--- src/clock_face_pixel_generator_assert.svh ---
`ifndef CLOCK_FACE_PIXEL_GENERATOR_ASSERT_SVH
`define CLOCK_FACE_PIXEL_GENERATOR_ASSERT_SVH

// same-cycle implication, disabled during reset
`define CFPG_ASSERT_IMP(label, clk, rst_n, ante, cons) \
	label: assert property (@(posedge clk) disable iff (!rst_n) (ante) |-> (cons)) \
		else $error("clock face pixel generator assertion failed");

// next-cycle implication, disabled during reset
`define CFPG_ASSERT_NXT(label, clk, rst_n, ante, cons) \
	label: assert property (@(posedge clk) disable iff (!rst_n) (ante) |=> (cons)) \
		else $error("clock face pixel generator assertion failed");

`endif

--- src/cfpg_pkg.sv ---
package cfpg_pkg;

	localparam int CELL_PIXELS = 6;
	localparam int COLUMNS     = 24;
	localparam int ROWS        = 28;

	// reciprocal divide by the cell size
	localparam int DIV_SHIFT = 16;
	localparam int DIV_RECIP = (1 << DIV_SHIFT) / CELL_PIXELS;
	localparam int PROD_W    = 8 + DIV_SHIFT;
	localparam int BACK_W    = 13;

	localparam int QW = $clog2(255 / CELL_PIXELS + 1);
	localparam int RW = $clog2(CELL_PIXELS);

	typedef logic [QW-1:0] cell_idx_t;
	typedef logic [RW-1:0] cell_off_t;

	typedef enum logic [1:0] {
		COLOR_BLACK = 2'd0,
		COLOR_GRAY  = 2'd1,
		COLOR_WHITE = 2'd2
	} color_t;

	typedef enum logic [0:0] {
		REG_HOUR_FORMAT_24 = 1'b0,
		REG_COLOR_DISPLAY  = 1'b1
	} cfg_reg_t;

	localparam logic [3:0] BLANK_DIGIT = 4'd10;

endpackage

--- src/clock_face_pixel_generator.sv ---
// clock face pixel generator, four register stages
// a pixel accepted at a clock edge shows its color on pixel_color,
//   marked by done, once it has passed all four register stages
// throughput: one pixel every cycle, busy is always low, done is never held off
// reset: arst_n low clears the stage valid bits and sets both mode registers to 1
`include "clock_face_pixel_generator_assert.svh"

module clock_face_pixel_generator (
	input  logic       clk,
	input  logic       arst_n,
	input  logic       start,
	output logic       busy,
	input  logic [7:0] pixel_x,
	input  logic [7:0] pixel_y,
	input  logic [4:0] hour,
	input  logic [5:0] minute,
	output logic       done,
	output logic [1:0] pixel_color,
	input  logic       cfg_valid,
	output logic       cfg_ready,
	input  logic [0:0] cfg_index,
	input  logic       cfg_data
);

	localparam logic [3:0] DIGIT_ROWS [10][9] = '{
		'{4'hF, 4'h9, 4'h9, 4'h9, 4'h9, 4'h9, 4'h9, 4'h9, 4'hF},
		'{4'h2, 4'h2, 4'hE, 4'h2, 4'h2, 4'h2, 4'h2, 4'h2, 4'hF},
		'{4'hF, 4'h1, 4'h1, 4'h1, 4'hF, 4'h8, 4'h8, 4'h8, 4'hF},
		'{4'hF, 4'h1, 4'h1, 4'h1, 4'hF, 4'h1, 4'h1, 4'h1, 4'hF},
		'{4'h9, 4'h9, 4'h9, 4'h9, 4'hF, 4'h1, 4'h1, 4'h1, 4'h1},
		'{4'hF, 4'h8, 4'h8, 4'h8, 4'hF, 4'h1, 4'h1, 4'h1, 4'hF},
		'{4'hF, 4'h8, 4'h8, 4'h8, 4'hF, 4'h9, 4'h9, 4'h9, 4'hF},
		'{4'hF, 4'h1, 4'h1, 4'h1, 4'h1, 4'h1, 4'h1, 4'h1, 4'h1},
		'{4'hF, 4'h9, 4'h9, 4'h9, 4'hF, 4'h9, 4'h9, 4'h9, 4'hF},
		'{4'hF, 4'h9, 4'h9, 4'h9, 4'hF, 4'h1, 4'h1, 4'h1, 4'hF}
	};
	// bit n is glyph row n
	localparam logic [8:0] COLON_ROWS = 9'b001101100;

	localparam logic [7:0] GLYPH_ROW0 = 8'd10;
	localparam logic [7:0] GLYPH_ROW_END = 8'd19;

	function automatic logic glyph_lit(input logic [7:0] col, input logic [7:0] row,
			input logic [3:0] d0, input logic [3:0] d1,
			input logic [3:0] d2, input logic [3:0] d3);
		logic [7:0] gr8;
		logic [3:0] gr;
		logic [3:0] d;
		logic [1:0] off;
		logic       hit;
		logic       lit;
		gr8 = row - GLYPH_ROW0;
		gr  = gr8[3:0];
		d   = '0;
		off = '0;
		hit = 1'b0;
		lit = 1'b0;
		if (row >= GLYPH_ROW0 && row < GLYPH_ROW_END) begin
			if (col >= 8'd11 && col <= 8'd12) begin
				lit = COLON_ROWS[gr];
			end else if (col >= 8'd1 && col <= 8'd4) begin
				d = d0; off = 2'(col - 8'd1); hit = 1'b1;
			end else if (col >= 8'd6 && col <= 8'd9) begin
				d = d1; off = 2'(col - 8'd6); hit = 1'b1;
			end else if (col >= 8'd14 && col <= 8'd17) begin
				d = d2; off = 2'(col - 8'd14); hit = 1'b1;
			end else if (col >= 8'd19 && col <= 8'd22) begin
				d = d3; off = 2'(col - 8'd19); hit = 1'b1;
			end
			if (hit && d < cfpg_pkg::BLANK_DIGIT) begin
				lit = DIGIT_ROWS[d][gr][2'd3 - off];
			end
		end
		return lit;
	endfunction

	logic hour_format_24_q;
	logic color_display_q;

	logic valid_s1, valid_s2, valid_s3, valid_s4;

	logic [4:0] hour_s1;
	logic [5:0] minute_s1;
	logic       blank_s1;
	logic [3:0] d0_s2, d1_s2, d2_s2, d3_s2;
	logic       outside_s3, lit_s3, anti_s3, diag_s3;
	cfpg_pkg::color_t color_s4;

	logic [4:0] h_clamp;
	logic [4:0] h_fmt;
	logic [5:0] m_clamp;
	logic [3:0] h_tens, h_ones, m_tens, m_ones;
	logic [4:0] h_rem;
	logic [5:0] m_rem;

	cfpg_pkg::cell_idx_t col, row;
	cfpg_pkg::cell_off_t px, py;
	logic [cfpg_pkg::RW:0] off_sum;

	assign busy      = 1'b0;
	assign cfg_ready = 1'b1;

	always_ff @(posedge clk or negedge arst_n) begin
		if (!arst_n) begin
			hour_format_24_q <= 1'b1;
			color_display_q  <= 1'b1;
		end else if (cfg_valid && cfg_ready) begin
			case (cfg_index)
				cfpg_pkg::REG_HOUR_FORMAT_24: hour_format_24_q <= cfg_data;
				cfpg_pkg::REG_COLOR_DISPLAY:  color_display_q  <= cfg_data;
				default: ;
			endcase
		end
	end

	always_ff @(posedge clk or negedge arst_n) begin
		if (!arst_n) begin
			valid_s1 <= 1'b0;
			valid_s2 <= 1'b0;
			valid_s3 <= 1'b0;
			valid_s4 <= 1'b0;
		end else begin
			valid_s1 <= start && !busy;
			valid_s2 <= valid_s1;
			valid_s3 <= valid_s2;
			valid_s4 <= valid_s3;
		end
	end

	cfpg_div u_div_x (
		.clk  (clk),
		.din  (pixel_x),
		.quot (col),
		.rem  (px)
	);

	cfpg_div u_div_y (
		.clk  (clk),
		.din  (pixel_y),
		.quot (row),
		.rem  (py)
	);

	// stage 1: clamp and hour format
	always_comb begin
		h_clamp = (hour > 5'd23) ? 5'd23 : hour;
		m_clamp = (minute > 6'd59) ? 6'd59 : minute;
		h_fmt   = h_clamp;
		if (!hour_format_24_q) begin
			if (h_clamp >= 5'd12) begin
				h_fmt = h_clamp - 5'd12;
			end
			if (h_fmt == 5'd0) begin
				h_fmt = 5'd12;
			end
		end
	end

	always_ff @(posedge clk) begin
		hour_s1   <= h_fmt;
		minute_s1 <= m_clamp;
		blank_s1  <= !hour_format_24_q && (h_fmt < 5'd10);
	end

	// stage 2: split into digits
	always_comb begin
		if (hour_s1 >= 5'd20) begin
			h_tens = 4'd2; h_rem = hour_s1 - 5'd20;
		end else if (hour_s1 >= 5'd10) begin
			h_tens = 4'd1; h_rem = hour_s1 - 5'd10;
		end else begin
			h_tens = 4'd0; h_rem = hour_s1;
		end
		h_ones = h_rem[3:0];
		if (minute_s1 >= 6'd50) begin
			m_tens = 4'd5; m_rem = minute_s1 - 6'd50;
		end else if (minute_s1 >= 6'd40) begin
			m_tens = 4'd4; m_rem = minute_s1 - 6'd40;
		end else if (minute_s1 >= 6'd30) begin
			m_tens = 4'd3; m_rem = minute_s1 - 6'd30;
		end else if (minute_s1 >= 6'd20) begin
			m_tens = 4'd2; m_rem = minute_s1 - 6'd20;
		end else if (minute_s1 >= 6'd10) begin
			m_tens = 4'd1; m_rem = minute_s1 - 6'd10;
		end else begin
			m_tens = 4'd0; m_rem = minute_s1;
		end
		m_ones = m_rem[3:0];
	end

	always_ff @(posedge clk) begin
		d0_s2 <= blank_s1 ? cfpg_pkg::BLANK_DIGIT : h_tens;
		d1_s2 <= h_ones;
		d2_s2 <= m_tens;
		d3_s2 <= m_ones;
	end

	// stage 3: cell classification
	assign off_sum = {1'b0, px} + {1'b0, py};

	always_ff @(posedge clk) begin
		outside_s3 <= (32'(col) >= 32'(cfpg_pkg::COLUMNS)) ||
			(32'(row) >= 32'(cfpg_pkg::ROWS));
		lit_s3     <= glyph_lit(8'(col), 8'(row), d0_s2, d1_s2, d2_s2, d3_s2);
		anti_s3    <= off_sum == (cfpg_pkg::RW+1)'(cfpg_pkg::CELL_PIXELS - 1);
		diag_s3    <= px == py;
	end

	// stage 4: color
	always_ff @(posedge clk) begin
		if (outside_s3) begin
			color_s4 <= color_display_q ? cfpg_pkg::COLOR_BLACK : cfpg_pkg::COLOR_WHITE;
		end else if (lit_s3) begin
			color_s4 <= anti_s3 ? cfpg_pkg::COLOR_WHITE :
				(color_display_q ? cfpg_pkg::COLOR_GRAY : cfpg_pkg::COLOR_WHITE);
		end else begin
			color_s4 <= diag_s3 ? cfpg_pkg::COLOR_BLACK :
				(color_display_q ? cfpg_pkg::COLOR_GRAY : cfpg_pkg::COLOR_WHITE);
		end
	end

	assign done        = valid_s4;
	assign pixel_color = color_s4;

	`CFPG_ASSERT_IMP(a_latency, clk, arst_n, start && !busy, ##4 done)
	`CFPG_ASSERT_IMP(a_no_spurious, clk, arst_n, done, $past(start && !busy, 4))
	`CFPG_ASSERT_IMP(a_gray_color_only, clk, arst_n, done && (pixel_color == cfpg_pkg::COLOR_GRAY), $past(color_display_q))

endmodule

--- src/cfpg_div.sv ---
module cfpg_div (
	input  logic                 clk,
	input  logic [7:0]           din,
	output cfpg_pkg::cell_idx_t  quot,
	output cfpg_pkg::cell_off_t  rem
);

	logic [cfpg_pkg::PROD_W-1:0] prod_s1;
	logic [7:0]                  din_s1;
	logic [7:0]                  q_est;
	logic [cfpg_pkg::BACK_W-1:0] back;
	logic [cfpg_pkg::BACK_W-1:0] diff;
	logic                        corr;
	cfpg_pkg::cell_idx_t         quot_s2;
	cfpg_pkg::cell_off_t         rem_s2;

	always_ff @(posedge clk) begin
		prod_s1 <= cfpg_pkg::PROD_W'(din) * cfpg_pkg::PROD_W'(cfpg_pkg::DIV_RECIP);
		din_s1  <= din;
	end

	// estimate is exact or one low
	always_comb begin
		q_est = prod_s1[cfpg_pkg::PROD_W-1:cfpg_pkg::DIV_SHIFT];
		back  = cfpg_pkg::BACK_W'(q_est) * cfpg_pkg::BACK_W'(cfpg_pkg::CELL_PIXELS);
		diff  = cfpg_pkg::BACK_W'(din_s1) - back;
		corr  = diff >= cfpg_pkg::BACK_W'(cfpg_pkg::CELL_PIXELS);
	end

	always_ff @(posedge clk) begin
		if (corr) begin
			quot_s2 <= cfpg_pkg::QW'(q_est + 8'd1);
			rem_s2  <= cfpg_pkg::RW'(diff - cfpg_pkg::BACK_W'(cfpg_pkg::CELL_PIXELS));
		end else begin
			quot_s2 <= cfpg_pkg::QW'(q_est);
			rem_s2  <= cfpg_pkg::RW'(diff);
		end
	end

	assign quot = quot_s2;
	assign rem  = rem_s2;

endmodule

--- config.mk ---
export PLATFORM = sky130hd
export DESIGN_NAME = clock_face_pixel_generator
export DESIGN_NICKNAME = d
export VERILOG_FILES = /design/src/cfpg_pkg.sv /design/src/clock_face_pixel_generator.sv /design/src/cfpg_div.sv
export VERILOG_INCLUDE_DIRS = /design/src /design/src/src
export SDC_FILE = /design/constraint.sdc
export NUM_CORES = 1
export LEC_CHECK = 0
export CAP_MARGIN = 25
export CORE_ASPECT_RATIO = 1.1
export CORE_UTILIZATION = 30
export CTS_BUF_LIST = sky130_fd_sc_hd__clkbuf_8
export DETAILED_ROUTE_END_ITERATION = 7
export DONT_BUFFER_PORTS = 1
export GPL_TIMING_DRIVEN = 0
export SYNTH_ARGS = -nofsm -noshare
export SYNTH_HDL_FRONTEND = slang
export SYNTH_SLANG_ARGS = --single-unit
export TNS_END_PERCENT = 50
--- constraint.sdc ---
create_clock -name clk -period 6.3 [get_ports clk]
set_clock_uncertainty 0.1 [all_clocks]
set_input_delay 1.26 -clock clk [delete_from_list [all_inputs] [get_ports clk]]
set_output_delay 1.26 -clock clk [all_outputs]
set_load 0.03 [all_outputs]
==> reports/metrics.csv, run 1 <==
stage;metric;value;unit
floorplanning;cell row count;56;
worst_setup_path;CP Capture Type;register;
placement;Final Wtd Congestion;0.811;
logic_synthesis;Seq cells post-synth;84;
sta;worst hold slack;0.254;ns
worst_setup_path;Setup CP Type;in -> reg;
worst_setup_path;crit-path max FO;3;
grt;initial antenna violation count;0;
routing;DRT Pass-1 Iters;5;
sta;Slew Limit Fails;0;
cells_and_area;Reg area;0.00171;mm²
sta;FMAX;193;MHz
grt;vias in the first global route;4760;
clock_network;CTS resizes;0;
worst_setup_path;type of origin of the critical path;input port;
placement;DP HPWL;9990;µm
worst_setup_path;Arrival @ worst endpoint;5.37;ns
grt;Congestion Overflow GR;0;
routing;WL final;12100;µm
logic_synthesis;YS warnings;0;
sta;Setup WS post-layout;1.12;ns
clock_network;Worst-path clk slew;0.10;ns
logic_synthesis;sequential element share of the synthesized area;25.8;%
sta;setup TNS;0;ns
floorplanning;Die Ht;158;µm
pwr;VDD IR-drop max;147;µV
clock_network;Max H-tree Level;3;
cells_and_area;area of the multi-input gates;0.00447;mm²
placement;Placed Area;0.00701;mm²
clock_network;# Post-CTS Setup Buffers;0;
clock_network;clk_lat worst skew;0.37;ns
clock_network;# clock sinks;84;
pwr;PD cells;469;mW/mm²
floorplanning;Die Area;0.0227;mm²
grt;GR Util All Layers;11.6;%
routing;Vias/cell;4.73;
routing;DRT antenna net count;0;
clock_network;clk root buf;clkbuf_8;
logic_synthesis;Yosys top cell by area;ha_1;
pwr;Static Leak;3.41;nW
floorplanning;Core Region;0.0215;mm²
sta;unrepaired setup endpoints after global routing;false;
logic_synthesis;top cells by area, synth;ha_1, dfxtp_1, fa_1;
status;outcome;finished, final reports clean;
logic_synthesis;Post-synth EDFFs;0;
logic_synthesis;Cell Area, Synth;0.00664;mm²
clock_network;clk buf depth;2;
routing;Wirelength per Cell;12.0;µm
grt;first-pass GRT wire length;21200;µm
floorplanning;I/O pin cnt;38;
routing;drt initial violations;208;
placement;# port buffers;0;
logic_synthesis;Async SR Flop Fraction;7.14;%
flow_run;max cap viols;0;
logic_synthesis;Yosys top cell area share;23.7;%
logic_synthesis;distinct cell type count after synthesis;80;
floorplanning;Initial Util;30.9;%
clock_network;TritonCTS clock tree;built;
grt;pin count of the biggest net entering global routing;17;
cells_and_area;area grow syn2layout;8.59;%
logic_synthesis;Post-Synthesis Cells;709;
cells_and_area;Finished Cell Area;0.00721;mm²
logic_synthesis;syn nets;895;
routing;drc violations;0;
sta;Slew Limit Headroom;31.4;%
cells_and_area;layout cells sized above 1;6.21;%
cells_and_area;NumNets Final;906;
clock_network;hold bufs inserted after CTS;0;
sta;part of the cycle the worst path needs;82.2;%
sta;count of final setup violators;0;
worst_setup_path;CP required;6.49;ns
clock_network;CTS buffer count;9;
hold_path;Worst Hold Class;reg -> reg;
sta;minimum clock period;5.18;ns
floorplanning;DIE WIDTH;144;µm
cells_and_area;fillers;2242;
placement;Place WS;0.788;ns
routing;DR vias;4796;
cells_and_area;diode count;0;
sta;Tightest Pin Transition;1.02;ns
logic_synthesis;Avg Cell Area, Syn;9.37;µm²
sta;final hold violations;0;
logic_synthesis;Top FF cell, synth;dfxtp_1;
==> sequential cells by signal, summed over array words and instances, names as in the netlist, 4 cells and up <==
| signal | flops |
|---|---|
| u_div_x.prod_s1 | 6 |
| u_div_y.din_s1 | 8 |
| d1_s2 | 4 |
| u_div_y.prod_s1 | 6 |
| u_div_x.quot | 6 |
| d3_s2 | 4 |
| u_div_x.din_s1 | 8 |
| hour_s1 | 5 |
| u_div_y.quot | 6 |
| minute_s1 | 6 |
==> metal layers <==
metal,GRT usage [%],part of all wire (%)
met5,0,0
met4,4.46,2.1
met3,2.15,2.6
met2,20.7,50
met1,13.7,45
==> kinds of logic (layout without fill, tap and decap cells) <==
kind of cell / Yosys count / in the layout / synth area share, %
other: 2 / 2 / 0.113
xor gates and xnor gates: 39 / 39 / 5.14
adders and majority gates: 153 / 153 / 31.9
DFF: 84 / 84 / 25.8
AOI/OAI and AO/OA: 164 / 164 / 17.4
buffers and inverters: 113 / 129 / 6.89
and+or+nand+nor: 149 / 149 / 11.9
muxes: 5 / 5 / 0.847
==> worst max-delay path, cell delays in order <==
cell and delay [ns]:
ha_1 0.31, inv_1 0.07, fa_1 0.49, fa_1 0.51
inv_1 0.07, fa_1 0.46, ha_1 0.31, a21o_1 0.18
a21oi_1 0.12, o21ai_1 0.08, a221o_1 0.34, a2111oi_0 0.63
o31ai_1 0.20, a21oi_1 0.21, xnor2_1 0.13
==> metrics by stage <==
step	power, mW	utilization (%)	instances
6_report	3.39	33.5	1015
5_1_grt	3.77	33.5	1015
4_1_cts	3.42	33.5	1015
3_5_place_dp	2.99	32.6	999
3_3_place_gp	2.97	32.6	999
2_1_floorplan	2.56	-	709
==> cell usage after synthesis (5+ instances only) <==
| cell | n |
|---|---|
| a31oi_1 | 5 |
| nor3_1 | 13 |
| o21a_1 | 8 |
| ha_1 | 126 |
| inv_1 | 98 |
| o211ai_1 | 7 |
| fa_1 | 27 |
| nor3b_1 | 5 |
| xor2_1 | 14 |
| nand2b_1 | 9 |
| o31ai_1 | 6 |
| clkbuf_1 | 7 |
| xnor2_1 | 25 |
| nor2_1 | 36 |
| and3_1 | 5 |
| o21ai_0 | 26 |
| nor2b_1 | 13 |
| mux2_2 | 5 |
| a21o_1 | 14 |
| a211oi_1 | 8 |
| dfxtp_1 | 78 |
| nand3_1 | 7 |
| nand2_1 | 32 |
| or3_1 | 5 |
| a21oi_1 | 36 |
==> path summary, 6_finish.rpt <==
path                                     startpoint             endpoint  slack (ns)  cells past startpoint
worst min-delay path                       blank_s1             d0_s2[3]        0.25                      0
worst min register to register             blank_s1             d0_s2[3]        0.25                      0
max in group asynchronous                    arst_n      color_display_q        5.45                      0
min in group asynchronous                    arst_n             valid_s1        0.49                      0
worst max register to register  u_div_x.prod_s1[18]       u_div_x.rem[2]        2.56                     13
worst max-delay path                     pixel_y[2]  u_div_y.prod_s1[21]        1.12                     15
==> cell usage in the layout, fill, tap and decap left out, types with 14 or more instances in the layout <==
master   count
nand2_1     32
o21ai_0     26
nor2_1      36
inv_1       98
dfxtp_1     78
xnor2_1     25
fa_1        27
a21o_1      14
a21oi_1     36
xor2_1      14
ha_1       126
==> power breakdown <==
group          leakage (nW)  switching (mW)  internal [mW]  total (mW)
clock                 0.102           0.209          0.190       0.399
sequential            0.724           0.142          0.680       0.822
combinational          2.58            1.17          0.992        2.16
total                  3.41            1.52           1.86        3.39
==> final cells by class <==
type / count / share of cell area, %
Sequential cell: 84 / 23.8
Clock buffer: 9 / 1.72
Inverter: 98 / 5.10
Tap cell: 290 / 5.03
Clock inverter: 7 / 1.16
Buffer: 15 / 1.25
Multi-Input combinational cell: 512 / 62.0
No activity file was read; power rests on OpenSTA's default activity.
==> run 2, diff against run 1 <==
==> constraint.sdc (replaced) <==
create_clock -name clk -period 4.6 [get_ports clk]
set_clock_uncertainty 0.1 [all_clocks]
set_input_delay 0.92 -clock clk [delete_from_list [all_inputs] [get_ports clk]]
set_output_delay 0.92 -clock clk [all_outputs]
set_load 0.03 [all_outputs]
==> reports/metrics.csv, run 2 (same netlist as run 1, synthesis figures left out) <==
stage;metric;value;unit
status;outcome;finished, final reports clean;
worst_setup_path;type of origin of the critical path;input port;
placement;DP HPWL;10000;µm
sta;final hold violations;0;
sta;unrepaired setup endpoints after global routing;false;
cells_and_area;commonest non-fill, non-tap cell in the layout;ha_1;
placement;Post-Place Cells;999;
grt;GR Util All Layers;11.5;%
routing;DRT antenna net count;0;
cells_and_area;final design utilization;33.9;%
placement;Place WS;-0.280;ns
floorplanning;Die Area;0.0227;mm²
routing;DR vias;4760;
cells_and_area;top flop regs;u_div_x.din_s1 x8, u_div_y.din_s1 x8;
worst_setup_path;Arrival @ worst endpoint;4.62;ns
sta;Slew Limit Fails;0;
worst_setup_path;Setup CP Type;in -> reg;
floorplanning;Die Ht;158;µm
cells_and_area;layout cells sized above 1;7.03;%
routing;WL final;12100;µm
worst_setup_path;Worst Setup SP;pixel_y[4];
sta;minimum clock period;4.42;ns
clock_network;Worst-path clk slew;0.08;ns
pwr;PD cells;646;mW/mm²
grt;vias in the first global route;4739;
cells_and_area;diode count;0;
placement;# port buffers;0;
grt;initial antenna violation count;0;
floorplanning;DIE WIDTH;144;µm
cells_and_area;Reg area;0.00171;mm²
sta;count of final setup violators;0;
worst_setup_path;CP required;4.79;ns
clock_network;TritonCTS clock tree;built;
sta;part of the cycle the worst path needs;96.2;%
floorplanning;Core Region;0.0215;mm²
sta;Setup WS post-layout;0.177;ns
routing;Vias/cell;4.69;
cells_and_area;fin cells;1015;
clock_network;# clock sinks;84;
flow_run;max cap viols;0;
cells_and_area;most frequent cells in the layout;ha_1, inv_1, dfxtp_1;
sta;Slew Limit Headroom;33.7;%
cells_and_area;area grow syn2layout;9.62;%
worst_setup_path;CP Capture Type;register;
grt;first-pass GRT wire length;21400;µm
worst_setup_path;FF-to-FF Start;u_div_x.prod_s1[18];
cells_and_area;NumNets Final;906;
routing;drc violations;0;
pwr;Static Leak;3.43;nW
clock_network;Max H-tree Level;3;
routing;Wirelength per Cell;12.0;µm
cells_and_area;area of the multi-input gates;0.00451;mm²
floorplanning;Initial Util;30.9;%
clock_network;CTS buffer count;9;
clock_network;# Post-CTS Setup Buffers;0;
floorplanning;cell row count;56;
worst_setup_path;r2r setup slk;0.82;ns
floorplanning;I/O pin cnt;38;
worst_setup_path;crit-path max FO;3;
grt;Congestion Overflow GR;0;
cells_and_area;fillers;2221;
pwr;VDD IR-drop max;241;µV
sta;Tightest Pin Transition;0.989;ns
clock_network;clk_lat worst skew;0.36;ns
routing;DRT Pass-1 Iters;4;
hold_path;Worst Hold Class;in -> async;
clock_network;clk buf depth;2;
placement;Final Wtd Congestion;0.821;
routing;drt initial violations;205;
clock_network;clk root buf;clkbuf_8;
sta;FMAX;226;MHz
sta;worst hold slack;0.146;ns
grt;pin count of the biggest net entering global routing;16;
## run 2: repair_timing
action | 4_1_cts | 5_1_grt
resized for setup | 0 | 4
endpoints found under the setup margin | 0 | 2
endpoints found under the hold margin | 0 | 0
hold buffers | 0 | 0
## run 2: final cells by class
| class | count | area share (%) |
|---|---|---|
| Buffer | 15 | 1.24 |
| Clock inverter | 6 | 1.32 |
| Multi-Input combinational cell | 512 | 62.0 |
| Sequential cell | 84 | 23.5 |
| Tap cell | 290 | 4.98 |
| Clock buffer | 10 | 1.89 |
| Inverter | 98 | 5.05 |
## run 2: critical path, cell delays in order
cell	delay, ns
ha_4	0.26
inv_2	0.04
fa_1	0.51
fa_1	0.54
inv_2	0.05
fa_1	0.43
ha_1	0.30
a21o_1	0.16
a21oi_1	0.11
o21ai_1	0.09
a221o_1	0.40
a2111oi_4	0.36
o31ai_2	0.16
a21oi_1	0.18
xnor2_1	0.13
## run 2: metal layers
layer,vias to the layer above,wire (µm),GRT usage (%)
met3,12,303,1.69
met1,2208,5450,13.7
met5,-,0,0
li1,2496,-,-
met4,0,270,4.46
met2,44,6110,20.7
## run 2: report_power, final
group          switching (mW)  internal, mW
combinational            1.60          1.37
sequential              0.194         0.931
clock                   0.280         0.326
total                    2.08          2.63
## run 2: worst paths after layout
kind / to / depth (start not counted)
setup / recovery: u_div_y.prod_s1[21] / 15
hold / removal: valid_s1 / 0
setup reg to reg: u_div_x.rem[2] / 13
hold reg to reg: valid_s3 / 0
max in group asynchronous: color_display_q / 0
min in group clk: valid_s3 / 0
## run 2: through the flow
step                      setup TNS, ns  instance area, µm²  power (mW)
after detailed placement         -0.660                7030        4.10
final                                 0                7280        4.70
after global routing                  0                7280        5.24
after global placement           -0.690                7030        4.06
after CTS                             0                7260        4.73
after floorplan                       0                6660        3.52
